==> src/mrh_pkg.sv <==
// ============================================================================
// mrh_pkg - mesh route hop generator shared types and constants
// Item formats, operation/mode/direction codes, controller-datapath bundles.
// ============================================================================
package mrh_pkg;

	// Coordinate field width, fixed by the item format
	localparam int COORD_W = 3;

	// Parameter defaults
	localparam int ROWS_DEF        = 8;
	localparam int COLS_DEF        = 8;
	localparam int WEIGHT_BITS_DEF = 16;

	// Operation codes
	localparam logic OP_WRITE = 1'b0;
	localparam logic OP_ROUTE = 1'b1;

	// Routing modes
	localparam logic [1:0] MODE_XY  = 2'd0;
	localparam logic [1:0] MODE_YX  = 2'd1;
	localparam logic [1:0] MODE_BAL = 2'd2;
	localparam logic [1:0] MODE_ADP = 2'd3;

	// Hop / link directions
	localparam logic [1:0] DIR_N = 2'd0;
	localparam logic [1:0] DIR_E = 2'd1;
	localparam logic [1:0] DIR_S = 2'd2;
	localparam logic [1:0] DIR_W = 2'd3;

	typedef struct packed {
		logic               operation;
		logic [COORD_W-1:0] src_row;
		logic [COORD_W-1:0] src_col;
		logic [COORD_W-1:0] dst_row;
		logic [COORD_W-1:0] dst_col;
		logic [15:0]        penalty;
		logic [1:0]         link_dir;
		logic [15:0]        link_weight;
	} mrh_req_t;

	typedef struct packed {
		logic [COORD_W-1:0] from_row;
		logic [COORD_W-1:0] from_col;
		logic [COORD_W-1:0] to_row;
		logic [COORD_W-1:0] to_col;
		logic [1:0]         hop_dir;
		logic [15:0]        hop_penalty;
		logic               last_hop;
	} mrh_hop_t;

	// Controller -> datapath
	typedef struct packed {
		logic clr;   // clearing pass: zero one weight entry
		logic load;  // item accepted: capture it, store weight on a write
		logic step;  // emit one hop and advance
	} mrh_cmd_t;

	// Datapath -> controller
	typedef struct packed {
		logic clr_last;  // clearing pass is at its final entry
		logic route_go;  // item on the request port is a route with hops
		logic adaptive;  // weight-based mode selected
		logic last;      // hop being formed ends at the destination
	} mrh_sts_t;

endpackage

==> src/mrh_ram.sv <==
// ============================================================================
// mrh_ram - generic RAM, one write port, two registered read ports
// ============================================================================
module mrh_ram
	#(
		parameter int WIDTH = 16,
		parameter int DEPTH = 256
	)
	(
		input  logic                     clk,
		input  logic                     we,
		input  logic [$clog2(DEPTH)-1:0] waddr,
		input  logic [WIDTH-1:0]         wdata,
		input  logic [$clog2(DEPTH)-1:0] raddr_a,
		output logic [WIDTH-1:0]         rdata_a,
		input  logic [$clog2(DEPTH)-1:0] raddr_b,
		output logic [WIDTH-1:0]         rdata_b
	);

	logic [WIDTH-1:0] mem_q [DEPTH];

	always_ff @(posedge clk) begin
		if (we) begin
			mem_q[waddr] <= wdata;
		end
		rdata_a <= mem_q[raddr_a];
		rdata_b <= mem_q[raddr_b];
	end

endmodule

==> src/mrh_ctrl.sv <==
// ============================================================================
// mrh_ctrl - sequencer for the mesh route hop generator
// Runs the post-reset clearing pass, accepts items, paces hop emission.
// ============================================================================
module mrh_ctrl
	import mrh_pkg::*;
	(
		input  logic     clk,
		input  logic     arst_n,
		input  logic     start,
		input  mrh_sts_t sts,
		output mrh_cmd_t cmd,
		output logic     busy
	);

	typedef enum logic [2:0] {
		S_CLEAR,
		S_IDLE,
		S_WALK,
		S_ADP_RD,
		S_ADP_HOP
	} state_t;

	state_t state_q, state_d;
	logic   busy_q;

	always_comb begin
		state_d = state_q;
		cmd     = '0;
		unique case (state_q)
			S_CLEAR: begin
				cmd.clr = 1'b1;
				if (sts.clr_last) begin
					state_d = S_IDLE;
				end
			end
			S_IDLE: begin
				if (start && !busy_q) begin
					cmd.load = 1'b1;
					if (sts.route_go) begin
						state_d = sts.adaptive ? S_ADP_RD : S_WALK;
					end
				end
			end
			S_WALK: begin
				cmd.step = 1'b1;
				if (sts.last) begin
					state_d = S_IDLE;
				end
			end
			S_ADP_RD: begin
				// weights of the current node are read this cycle
				state_d = S_ADP_HOP;
			end
			S_ADP_HOP: begin
				cmd.step = 1'b1;
				state_d  = sts.last ? S_IDLE : S_ADP_RD;
			end
			default: begin
				state_d = S_IDLE;
			end
		endcase
	end

	always_ff @(posedge clk or negedge arst_n) begin
		if (!arst_n) begin
			state_q <= S_CLEAR;
			busy_q  <= 1'b1;
		end else begin
			state_q <= state_d;
			busy_q  <= (state_d != S_IDLE);
		end
	end

	assign busy = busy_q;

endmodule

==> src/mrh_dp.sv <==
// ============================================================================
// mrh_dp - datapath for the mesh route hop generator
// Mode register, link weight memory, position registers, hop formation.
// ============================================================================
module mrh_dp
	import mrh_pkg::*;
	#(
		parameter int ROWS        = ROWS_DEF,
		parameter int COLS        = COLS_DEF,
		parameter int WEIGHT_BITS = WEIGHT_BITS_DEF
	)
	(
		input  logic       clk,
		input  logic       arst_n,
		input  mrh_req_t   req,
		input  logic       cfg_we,
		input  logic [1:0] cfg_wdata,
		input  mrh_cmd_t   cmd,
		output mrh_sts_t   sts,
		output logic       result_valid,
		output mrh_hop_t   result
	);

	localparam int DEPTH  = ROWS * COLS * 4;
	localparam int ADDR_W = $clog2(DEPTH);

	function automatic logic [ADDR_W-1:0] link_addr(
		input logic [COORD_W-1:0] r,
		input logic [COORD_W-1:0] c,
		input logic [1:0]         d
	);
		return ADDR_W'((int'(r) * COLS + int'(c)) * 4 + int'(d));
	endfunction

	logic [1:0]             mode_q;
	logic [ADDR_W-1:0]      clr_cnt_q;
	logic [COORD_W-1:0]     cur_r_q, cur_c_q, dst_r_q, dst_c_q;
	logic [15:0]            pen_q;
	logic                   cols_first_q;
	logic                   res_valid_q;
	mrh_hop_t               res_q;

	logic                   src_ok, dst_ok;
	logic [COORD_W-1:0]     ax, ay;
	logic                   cols_first_d;
	logic                   ram_we;
	logic [ADDR_W-1:0]      ram_waddr;
	logic [WEIGHT_BITS-1:0] ram_wdata;
	logic [WEIGHT_BITS-1:0] wx, wy;
	logic [1:0]             dir_x, dir_y, dir_dor, dir_adp, dir_step;
	logic                   need_x, need_y;
	logic [COORD_W-1:0]     nxt_r, nxt_c;

	// ---- item decode ----
	assign src_ok = (int'(req.src_row) < ROWS) && (int'(req.src_col) < COLS);
	assign dst_ok = (int'(req.dst_row) < ROWS) && (int'(req.dst_col) < COLS);

	assign ax = (req.src_col >= req.dst_col) ? req.src_col - req.dst_col
	                                         : req.dst_col - req.src_col;
	assign ay = (req.src_row >= req.dst_row) ? req.src_row - req.dst_row
	                                         : req.dst_row - req.src_row;

	always_comb begin
		unique case (mode_q)
			MODE_XY:  cols_first_d = 1'b1;
			MODE_YX:  cols_first_d = 1'b0;
			MODE_BAL: begin
				if (ax == '0)      cols_first_d = 1'b1;
				else if (ay == '0) cols_first_d = 1'b0;
				else if (ax > ay)  cols_first_d = 1'b0;
				else if (ax < ay)  cols_first_d = 1'b1;
				else               cols_first_d = ~ax[0];
			end
			MODE_ADP: cols_first_d = 1'b1;
			default:  cols_first_d = 1'b1;
		endcase
	end

	// ---- weight memory; clearing pass owns the write port until done ----
	assign ram_we    = cmd.clr || (cmd.load && req.operation == OP_WRITE && src_ok);
	assign ram_waddr = cmd.clr ? clr_cnt_q
	                           : link_addr(req.src_row, req.src_col, req.link_dir);
	assign ram_wdata = cmd.clr ? '0 : WEIGHT_BITS'(req.link_weight);

	// ---- hop direction ----
	assign need_x = (cur_c_q != dst_c_q);
	assign need_y = (cur_r_q != dst_r_q);
	assign dir_x  = (cur_c_q < dst_c_q) ? DIR_E : DIR_W;
	assign dir_y  = (cur_r_q < dst_r_q) ? DIR_S : DIR_N;

	mrh_ram #(
		.WIDTH (WEIGHT_BITS),
		.DEPTH (DEPTH)
	) u_weights (
		.clk     (clk),
		.we      (ram_we),
		.waddr   (ram_waddr),
		.wdata   (ram_wdata),
		.raddr_a (link_addr(cur_r_q, cur_c_q, dir_x)),
		.rdata_a (wx),
		.raddr_b (link_addr(cur_r_q, cur_c_q, dir_y)),
		.rdata_b (wy)
	);

	always_comb begin
		if (cols_first_q) dir_dor = need_x ? dir_x : dir_y;
		else              dir_dor = need_y ? dir_y : dir_x;
		// tie on both axes: column step wins unless its link is heavier
		if (need_x && need_y) dir_adp = (wx <= wy) ? dir_x : dir_y;
		else if (need_x)      dir_adp = dir_x;
		else                  dir_adp = dir_y;
		dir_step = (mode_q == MODE_ADP) ? dir_adp : dir_dor;
	end

	always_comb begin
		nxt_r = cur_r_q;
		nxt_c = cur_c_q;
		case (dir_step)
			DIR_N:   nxt_r = cur_r_q - COORD_W'(1);
			DIR_S:   nxt_r = cur_r_q + COORD_W'(1);
			DIR_E:   nxt_c = cur_c_q + COORD_W'(1);
			default: nxt_c = cur_c_q - COORD_W'(1);
		endcase
	end

	// ---- status ----
	assign sts.clr_last = (clr_cnt_q == ADDR_W'(DEPTH - 1));
	assign sts.route_go = (req.operation == OP_ROUTE) && src_ok && dst_ok &&
	                      ((req.src_row != req.dst_row) || (req.src_col != req.dst_col));
	assign sts.adaptive = (mode_q == MODE_ADP);
	assign sts.last     = (nxt_r == dst_r_q) && (nxt_c == dst_c_q);

	// ---- control registers ----
	always_ff @(posedge clk or negedge arst_n) begin
		if (!arst_n) begin
			mode_q      <= MODE_XY;
			clr_cnt_q   <= '0;
			res_valid_q <= 1'b0;
		end else begin
			if (cfg_we) begin
				mode_q <= cfg_wdata;
			end
			if (cmd.clr) begin
				clr_cnt_q <= clr_cnt_q + ADDR_W'(1);
			end
			res_valid_q <= cmd.step;
		end
	end

	// ---- payload registers ----
	always_ff @(posedge clk) begin
		if (cmd.load) begin
			cur_r_q      <= req.src_row;
			cur_c_q      <= req.src_col;
			dst_r_q      <= req.dst_row;
			dst_c_q      <= req.dst_col;
			pen_q        <= req.penalty;
			cols_first_q <= cols_first_d;
		end else if (cmd.step) begin
			cur_r_q <= nxt_r;
			cur_c_q <= nxt_c;
		end
		if (cmd.step) begin
			res_q.from_row    <= cur_r_q;
			res_q.from_col    <= cur_c_q;
			res_q.to_row      <= nxt_r;
			res_q.to_col      <= nxt_c;
			res_q.hop_dir     <= dir_step;
			res_q.hop_penalty <= (mode_q == MODE_ADP) ? 16'd0 : pen_q;
			res_q.last_hop    <= sts.last;
		end
	end

	assign result_valid = res_valid_q;
	assign result       = res_q;

endmodule

==> src/mesh_route_hop_generator.sv <==
// ============================================================================
// mesh_route_hop_generator - 2D mesh route expansion into hops
// Holds per-link weights, expands a route request into its hops in
// XY, YX, balanced dimension order or weight-based minimal adaptive order.
// ============================================================================
//
//  channel   | ports                         | handshake
//  ----------+-------------------------------+-----------------------------
//  request   | start, busy, req              | taken when start && !busy
//  result    | result_valid, result          | one-cycle strobe, no stall
//  config    | cfg_we, cfg_wdata             | routing mode, written on cfg_we
//
// Sequencing: a weight write leaves busy low. A route of n hops
// (n = row distance + column distance) in XY, YX or balanced mode
// holds busy while it emits one hop per cycle; in adaptive mode each
// hop waits on the registered read of the current node's two
// candidate link weights. The last hop shows in the cycle busy drops, and
// a new item may be taken in that same cycle.
// Reset: arst_n clears the mode to XY and starts a clearing pass over
// all ROWS*COLS*4 entries (256 at 8x8) that zeroes every link weight;
// busy is high until it ends.
// Stalls: none on the result side; results are strobed and must be taken.
//
module mesh_route_hop_generator
	import mrh_pkg::*;
	#(
		parameter int ROWS        = ROWS_DEF,
		parameter int COLS        = COLS_DEF,
		parameter int WEIGHT_BITS = WEIGHT_BITS_DEF
	)
	(
		input  logic       clk,
		input  logic       arst_n,
		// request item
		input  logic       start,
		output logic       busy,
		input  mrh_req_t   req,
		// routing mode register
		input  logic       cfg_we,
		input  logic [1:0] cfg_wdata,
		// hop results
		output logic       result_valid,
		output mrh_hop_t   result
	);

	mrh_cmd_t cmd;
	mrh_sts_t sts;

	// Sequencer: clearing pass, item acceptance, hop pacing
	mrh_ctrl u_ctrl (
		.clk    (clk),
		.arst_n (arst_n),
		.start  (start),
		.sts    (sts),
		.cmd    (cmd),
		.busy   (busy)
	);

	// Datapath: weights, walk position, hop output register
	mrh_dp #(
		.ROWS        (ROWS),
		.COLS        (COLS),
		.WEIGHT_BITS (WEIGHT_BITS)
	) u_dp (
		.clk          (clk),
		.arst_n       (arst_n),
		.req          (req),
		.cfg_we       (cfg_we),
		.cfg_wdata    (cfg_wdata),
		.cmd          (cmd),
		.sts          (sts),
		.result_valid (result_valid),
		.result       (result)
	);

	// ---- checks ----

	// final hop coincides with the block going idle
	a_last_idle: assert property (@(posedge clk) disable iff (!arst_n)
		result_valid && result.last_hop |-> !busy)
		else $error("last hop shown while still busy");

	// intermediate hops only while a route is in progress
	a_mid_busy: assert property (@(posedge clk) disable iff (!arst_n)
		result_valid && !result.last_hop |-> busy)
		else $error("non-final hop while idle");

	// every hop was produced by a walk step the cycle before
	a_hop_src: assert property (@(posedge clk) disable iff (!arst_n)
		result_valid |-> $past(busy))
		else $error("hop without an active route");

	// an east hop moves exactly one column right on the same row
	a_east_geom: assert property (@(posedge clk) disable iff (!arst_n)
		result_valid && result.hop_dir == DIR_E |->
			result.to_col == result.from_col + 3'd1 &&
			result.to_row == result.from_row)
		else $error("east hop geometry wrong");

endmodule

==> config.mk <==
export PLATFORM = sky130hd
export DESIGN_NAME = mesh_route_hop_generator
export DESIGN_NICKNAME = d
export VERILOG_FILES = /design/src/mrh_pkg.sv /design/src/mrh_ram.sv /design/src/mrh_ctrl.sv /design/src/mrh_dp.sv /design/src/mesh_route_hop_generator.sv
export SDC_FILE = /design/constraint.sdc
export NUM_CORES = 2
export LEC_CHECK = 0
export BUFFER_PORTS_ARGS = -buffer_cell sky130_fd_sc_hd__buf_2
export CORE_UTILIZATION = 46
export DETAILED_ROUTE_END_ITERATION = 7
export PLACE_DENSITY_LB_ADDON = 0.12
export SLEW_MARGIN = 30
export SYNTH_ARGS = -nofsm -noshare
export SYNTH_HDL_FRONTEND = slang
export SYNTH_SLANG_ARGS = --single-unit
==> constraint.sdc <==
create_clock -name clk -period 8.9 [get_ports clk]
set_clock_uncertainty 0.15 [all_clocks]
set_input_delay 1.78 -clock clk [delete_from_list [all_inputs] [get_ports clk]]
set_output_delay 1.78 -clock clk [all_outputs]
set_load 0.02 [all_outputs]
After elaboration in Yosys (flattened, before gate mapping)
Memories as Yosys holds them, arrays and structs flattened. A register that Yosys moved wholly into a read port is not among the register bits.
Cells that the tools add are included.
Widths: inputs -> output; s select.
{ "word_totals": {"regBits": 75, "ramBits": 4096, "inputBits": 53, "memories": 1} }
{ "memory_table": {"columns": ["name", "depth", "word_bits", "read_ports", "rd_clocked_by_memory_dff", "wr", "line_no", "rtl"], "rows": [
  ["u_dp.u_weights.mem_q", 256, 16, 2, 2, 1, "mrh_ram.sv:20", "logic [WIDTH-1:0] mem_q [DEPTH];"]
]} }
{ "op_classes": {"n_addsub": 14, "n_lt_le_gt_ge": 7, "eq_ne": 17, "n_mux": 36, "bitwise_logic": 2, "reduce_logical": 17} }
{ "op_table": {"columns": ["operator", "count"], "rows": [
  ["$mux 3", 10],
  ["$add 8x3->8", 3],
  ["$mux 2", 9],
  ["$le 16x16->1", 1],
  ["$mux 16", 1],
  ["$pmux 3 s5", 1],
  ["$add 6x3->6", 2],
  ["$ne 3x3->1", 4],
  ["$pmux 3 s2", 2],
  ["$sub 3x3->3", 4],
  ["$mux 1", 11],
  ["$logic_not 3->1", 3],
  ["$lt 3x3->1", 3],
  ["$add 8x1->8 const B", 1],
  ["$eq 8x8->1 const B", 1],
  ["$mux 8", 1],
  ["$add 3x1->3 const B", 2],
  ["$eq 2x2->1 const B", 3],
  ["$eq 3x2->1 const B", 2],
  ["$eq 3x3->1", 2],
  ["$ge 3x3->1", 2],
  ["$reduce_or 2->1", 3],
  ["$sub 3x1->3 const B", 2],
  ["$logic_and 1x1->1", 5],
  ["other kinds (11)", 15]
]} }

Depth between registers and ports, before layout
{ "depth": {"word_depth": 13, "mapped_depth": 24} }

Modules after synthesis
From an unflattened synthesis, not the netlist that was laid out.
{ "hier_totals": {"hier_cells": 10494, "hier_area_um2": 195831.6} }
{ "by_module_without_submodules": {"columns": ["module", "n_inst", "cells_each", "area_per_inst_um2", "seq_area_each_um2"], "rows": [
  ["mrh_ram", 1, 10135, 191586.2, 123638.6],
  ["mrh_dp", 1, 334, 3980.1, 2077.0],
  ["mrh_ctrl", 1, 25, 265.3, 101.3]
]} }

Worst setup path before layout
Ideal clock, no wire load.
{ "synth_timing": {"path_kind": "input to register", "startpoint": "in req[0] (netlist bit)", "endpoint": "mem u_dp.u_weights.mem_q[0][0], data pin", "setup_ps": 869, "t_arrival_ps": 5024, "required_time_ps": 7881, "path_slack_ps": 2856, "path_stages": 1, "path_buffers": 0, "path_cell_list": "and2_1"} }
{ "synth_via": {"elab_chain_len": 1} }
{ "synth_rtl": {"columns": ["item", "line_no", "rtl"], "rows": [
  ["start: declaration", "mesh_route_hop_generator.sv:37", "input mrh_req_t req,"],
  ["$mux 16", "mrh_dp.sv:83", "assign ram_wdata = cmd.clr ? '0 : WEIGHT_BITS'(req.link_weight);"],
  ["end: declaration", "mrh_ram.sv:20", null]
]} }
No other way between the ends.

Final worst setup path
{ "layout_timing": {"startpoint": "reg u_dp.cur_c_q[1]", "endpoint": "reg u_ctrl.busy_q (netlist: u_ctrl.busy)"} }
{ "layout_lines": {"columns": ["item", "line_no", "rtl"], "rows": [
  ["start: declaration", "mrh_dp.sv:37", "logic [COORD_W-1:0] cur_r_q, cur_c_q, dst_r_q, dst_c_q;"],
  ["start signal: assignment", "mrh_dp.sv:154", "cur_c_q <= req.src_col;"],
  ["start signal: assignment", "mrh_dp.sv:161", "cur_c_q <= nxt_c;"],
  ["$ne 3x3->1 (*)", "mrh_dp.sv:86", "assign need_x = (cur_c_q != dst_c_q);"],
  ["$mux 2 / $logic_and 1x1->1 (equally long branches)", "mrh_dp.sv:106, mrh_dp.sv:110, mrh_dp.sv:109", null],
  ["$mux 2 (on tied branches)", "mrh_dp.sv:106, mrh_dp.sv:109", null],
  ["$mux 2 (*)", "mrh_dp.sv:112", "dir_step = (mode_q == MODE_ADP) ? dir_adp : dir_dor;"],
  ["via u_dp.dir_step[0]", "mrh_dp.sv:50", "logic [1:0] dir_x, dir_y, dir_dor, dir_adp, dir_step;"],
  ["$eq 2x2->1 / $logic_not 2->1 (equally long branches)", "mrh_dp.sv:118", "case (dir_step)"],
  ["$reduce_or 2->1 (no source line)", null, null],
  ["$pmux 3 s2", "mrh_dp.sv:118", null],
  ["$eq 3x3->1", "mrh_dp.sv:131", "assign sts.last = (nxt_r == dst_r_q) && (nxt_c == dst_c_q);"],
  ["$logic_and 1x1->1 (*)", "mrh_dp.sv:131", null],
  ["$mux 3 / $mux 2 (equally long branches)", "mrh_ctrl.sv:47, mrh_ctrl.sv:57", null],
  ["$pmux 3 s5 (*)", "mrh_ctrl.sv:30", "unique case (state_q)"],
  ["$ne 3x1->1 (*)", "mrh_ctrl.sv:71", "busy_q <= (state_d != S_IDLE);"],
  ["end signal: assignment", "mrh_ctrl.sv:71", null],
  ["end: declaration", "mrh_ctrl.sv:25", "logic busy_q;"]
]} }
The timed path passes the listed nets; every way through them passes the cells marked *.
A chain may end at the register's enable or synchronous reset.

==> impl_metrics.csv <==
group,metric,value,unit
detailed_routing,avgViaCountPerCell,6.03,
floorplan,start_util,46.2,%
worst_setup_path,path_delay_family,"compound AO/OA/AOI/OAI gates",
detailed_routing,drt_iter0_drc,11000,
logic_synthesis,synthFlopType,"edfxtp_1",
sta,rsz0062_at_grt,"false",
power,finalPower,50.7,mW
layout,nFillCells,28200,
grt,track_usage,25.1,%
sta,slew_headroom,22.3,%
detailed_routing,dr.pass1.iters,7,
worst_setup_path,cp-end-kind,"register",
layout,fin_area,184000,sq um
sta,finalCritPeriodShare,66.0,%
min_path,hold_class,"register to register",
clock_network,cts-htree-levels,5,
placed_design,port-buffer-count,85,
clock_network,ctsResizeCount,0,
logic_synthesis,synth_edf_count,4156,
clock_network,postCtsSetupBuffers,0,
logic_synthesis,yosysMostFrequentCell,"edfxtp_1",
worst_setup_path,cp_slowest_cell,"edfxtp_1",
sta,drv_slew,0,
clock_network,cts_buffers,429,
worst_setup_path,cp_data_arrival_time,6.48,ns
sta,max_freq,170,MHz
logic_synthesis,ys.warnings.count,0,
clock_network,cts.path.max_buffers,4,
placed_design,hpwl,260000,microns
logic_synthesis,netlist_area,163000,sq um
floorplan,die_y,597,microns
sta,worst_slew_pin_slew,1.16,ns
min_path,min_path_cells,1,
grt,grt_max_degree,185,
placed_design,gp_congestion,0.858,
status,outcome,"completed",
grt,overflow,0,
sta,fin_crit,5.88,ns
layout,seq_area,126000,sq um
layout,drive_gt1_share,18.7,%
layout,final_core_util,52.2,%
layout,area_growth,13.1,%
sta,finalHoldViolCount,0,
power,powerDensity,275,nW/um^2
worst_setup_path,worst_r2r_path_depth,14,
worst_setup_path,crit_path_max_incr_delay,0.99,ns
placed_design,place_area,170000,sq um
floorplan,num_rows,218,
logic_synthesis,synth.top_cells.by_count,"edfxtp_1, nand2_1, nor2_1",
worst_setup_path,critPathKind,"register to register",
floorplan,pin_count,86,
power,leakage,60.1,nW
worst_setup_path,cp.depth,14,
logic_synthesis,syn_inst,8924,
clock_network,root_buffer,"clkbuf_16",
logic_synthesis,synthTopCellsByArea,"edfxtp_1, mux4_2, nand2_1",
layout,multi_input_area,34300,sq um
clock_network,hold_buffers,0,
logic_synthesis,synthDominantCellAreaShare,76.7,%
worst_setup_path,rr_startpoint,"u_dp.cur_c_q[1]",
sta,setup_viol,0,
worst_setup_path,path_buf_inv,1,
layout,nets,9407,
grt,grt_pass1_wl,642000,microns
detailed_routing,vias,87000,
worst_setup_path,startpoint,"u_dp.cur_c_q[1]",
floorplan,die_x,597,microns
clock_network,cts_tree,"built",
logic_synthesis,async_flop_share,0.357,%
detailed_routing,post_drt_wl_per_cell,31.4,microns
clock_network,clk_pin_slew,0.06,ns
sta,hold_ws,0.383,ns
min_path,holdCritStartpoint,"u_dp.pen_q[5]",
sta,fin_setup_tns,0,ns
worst_setup_path,cp_cell_sequence,"ha_1, and3_1, a2111oi_0, o21ai_0, o41a_1, inv_1, nand2_1, fa_1, xnor2_1, nand3_1, nor3b_1, o22ai_1, o31ai_1, a211oi_1",
floorplan,core_area,352000,sq um
logic_synthesis,seq_area_frac_synth,77.3,%
logic_synthesis,synth_top_area_cell,"edfxtp_1",
detailed_routing,wl,453000,microns
grt,grt_pass1_vias,84800,
worst_setup_path,cp.required,9.51,ns
logic_synthesis,ys_seq_elements,4203,
worst_setup_path,cp-start-kind,"register",
logic_synthesis,syn-num-nets,9020,
detailed_routing,route.detailed.drc,0,
worst_setup_path,critPathMaxFanout,15,
run,drv_cap,0,
floorplan,dieArea,356000,sq um
clock_network,clk-insertion-delay-late,0.99,ns
logic_synthesis,synth_cell_type_count,65,
detailed_routing,ant_nets,0,
logic_synthesis,syn_area_per_cell,18.2,sq um
clock_network,cts.sinks,4203,
grt,antenna_found_initial,40,
power,max-vdd-ir-drop,0.289,mV
==> report_power, final <==
| group | switching [mW] | internal, mW | total [mW] |
|---|---|---|---|
| logic | 6.53 | 2.33 | 8.86 |
| clock network | 7.53 | 10.2 | 17.7 |
| registers | 0.230 | 23.9 | 24.1 |
==> worst paths after layout <==
check | to | slack (ns)
min | u_dp.result[6] | 0.38
max reg2reg | u_ctrl.busy | 3.02
max | u_ctrl.busy | 3.02
min in group asynchronous | u_dp.clr_cnt_q[5] | 0.63
min reg2reg | u_dp.result[6] | 0.38
max in group asynchronous | u_dp.clr_cnt_q[4] | 7.59
==> area by class of cell <==
class | instances | area share, %
multi-input cells | 4117 | 18.6
diodes | 12 | 0.0163
clock buffers | 535 | 6.16
clock inverters | 259 | 1.29
repair buffers | 511 | 2.28
well taps | 4730 | 3.21
inverters | 49 | 0.0999
flip-flops and latches | 4203 | 68.3
==> logic make-up (layout without fill, tap and decap cells) <==
| group | count (synthesis) | after routing | share of synthesized area, % |
|---|---|---|---|
| xor+xnor | 24 | 24 | 0.129 |
| compound gates | 922 | 922 | 4.30 |
| fa+ha+maj | 43 | 43 | 0.358 |
| flops | 4203 | 4203 | 77.3 |
| simple gates | 2288 | 2288 | 5.89 |
| other cells | 0 | 12 | 0 |
| mux | 840 | 840 | 10.1 |
| buf+inv | 604 | 1354 | 1.87 |
==> layout by cell type (no fill, tap or decap), drive strengths merged, types with 11 or more instances in the layout <==
cell	instances
edfxtp	4156
nand2	1205
nor2	654
mux4	640
clkbuf	535
buf	511
nand3	203
clkinv	202
mux2i	196
o211ai	194
a31oi	194
a32o	160
o21ai	140
nand4	71
a32oi	64
o31a	64
inv	59
bufinv	41
ha	37
or4	33
and4	33
a222oi	32
dfxtp	32
o41ai	32
nor2b	21
xnor2	19
and2	17
a21oi	15
dfrtp	14
diode	12
nand3b	11
==> metal layers <==
metal	vias up	part of all wire, %	track usage (%)
met5	-	0.014	0
met3	506	8.3	4.48
li1	36400	-	-
met4	10	2.3	5.82
met2	3640	46	38.5
met1	46400	43	37.7
==> flip-flops by register name, indices dropped and copies added (netlist names), 2 cells and up <==
register / count
u_dp.dst_c_q: 3
u_dp.dst_r_q: 3
u_dp.u_weights.mem_q: 4096
u_dp.u_weights.rdata_a: 16
u_dp.pen_q: 16
u_dp.u_weights.rdata_b: 16
u_dp.cur_r_q: 3
u_dp.mode_q: 2
u_dp.cur_c_q: 3
u_dp.result: 31
u_dp.clr_cnt_q: 8
u_ctrl.state_q: 3
==> worst reg2reg max path: cells and delay by family (launching register included) <==
kind	cells	cell delay, ns
buffers and inverters	1	0.17
adders and majority gates	2	0.92
AOI/OAI and AO/OA	6	2.75
xor gates and xnor gates	1	0.16
DFF	1	0.99
and+or+nand+nor	4	0.50
==> per-stage QoR <==
step / cells / setup WS (ns)
final: 14400 / 3.02
after global routing: 14400 / 2.92
after floorplan: 8924 / 2.86
after global placement: 13600 / 2.82
after detailed placement: 13600 / 2.82
after CTS: 14400 / 3.10
No activity file was read; power rests on OpenSTA's default activity.
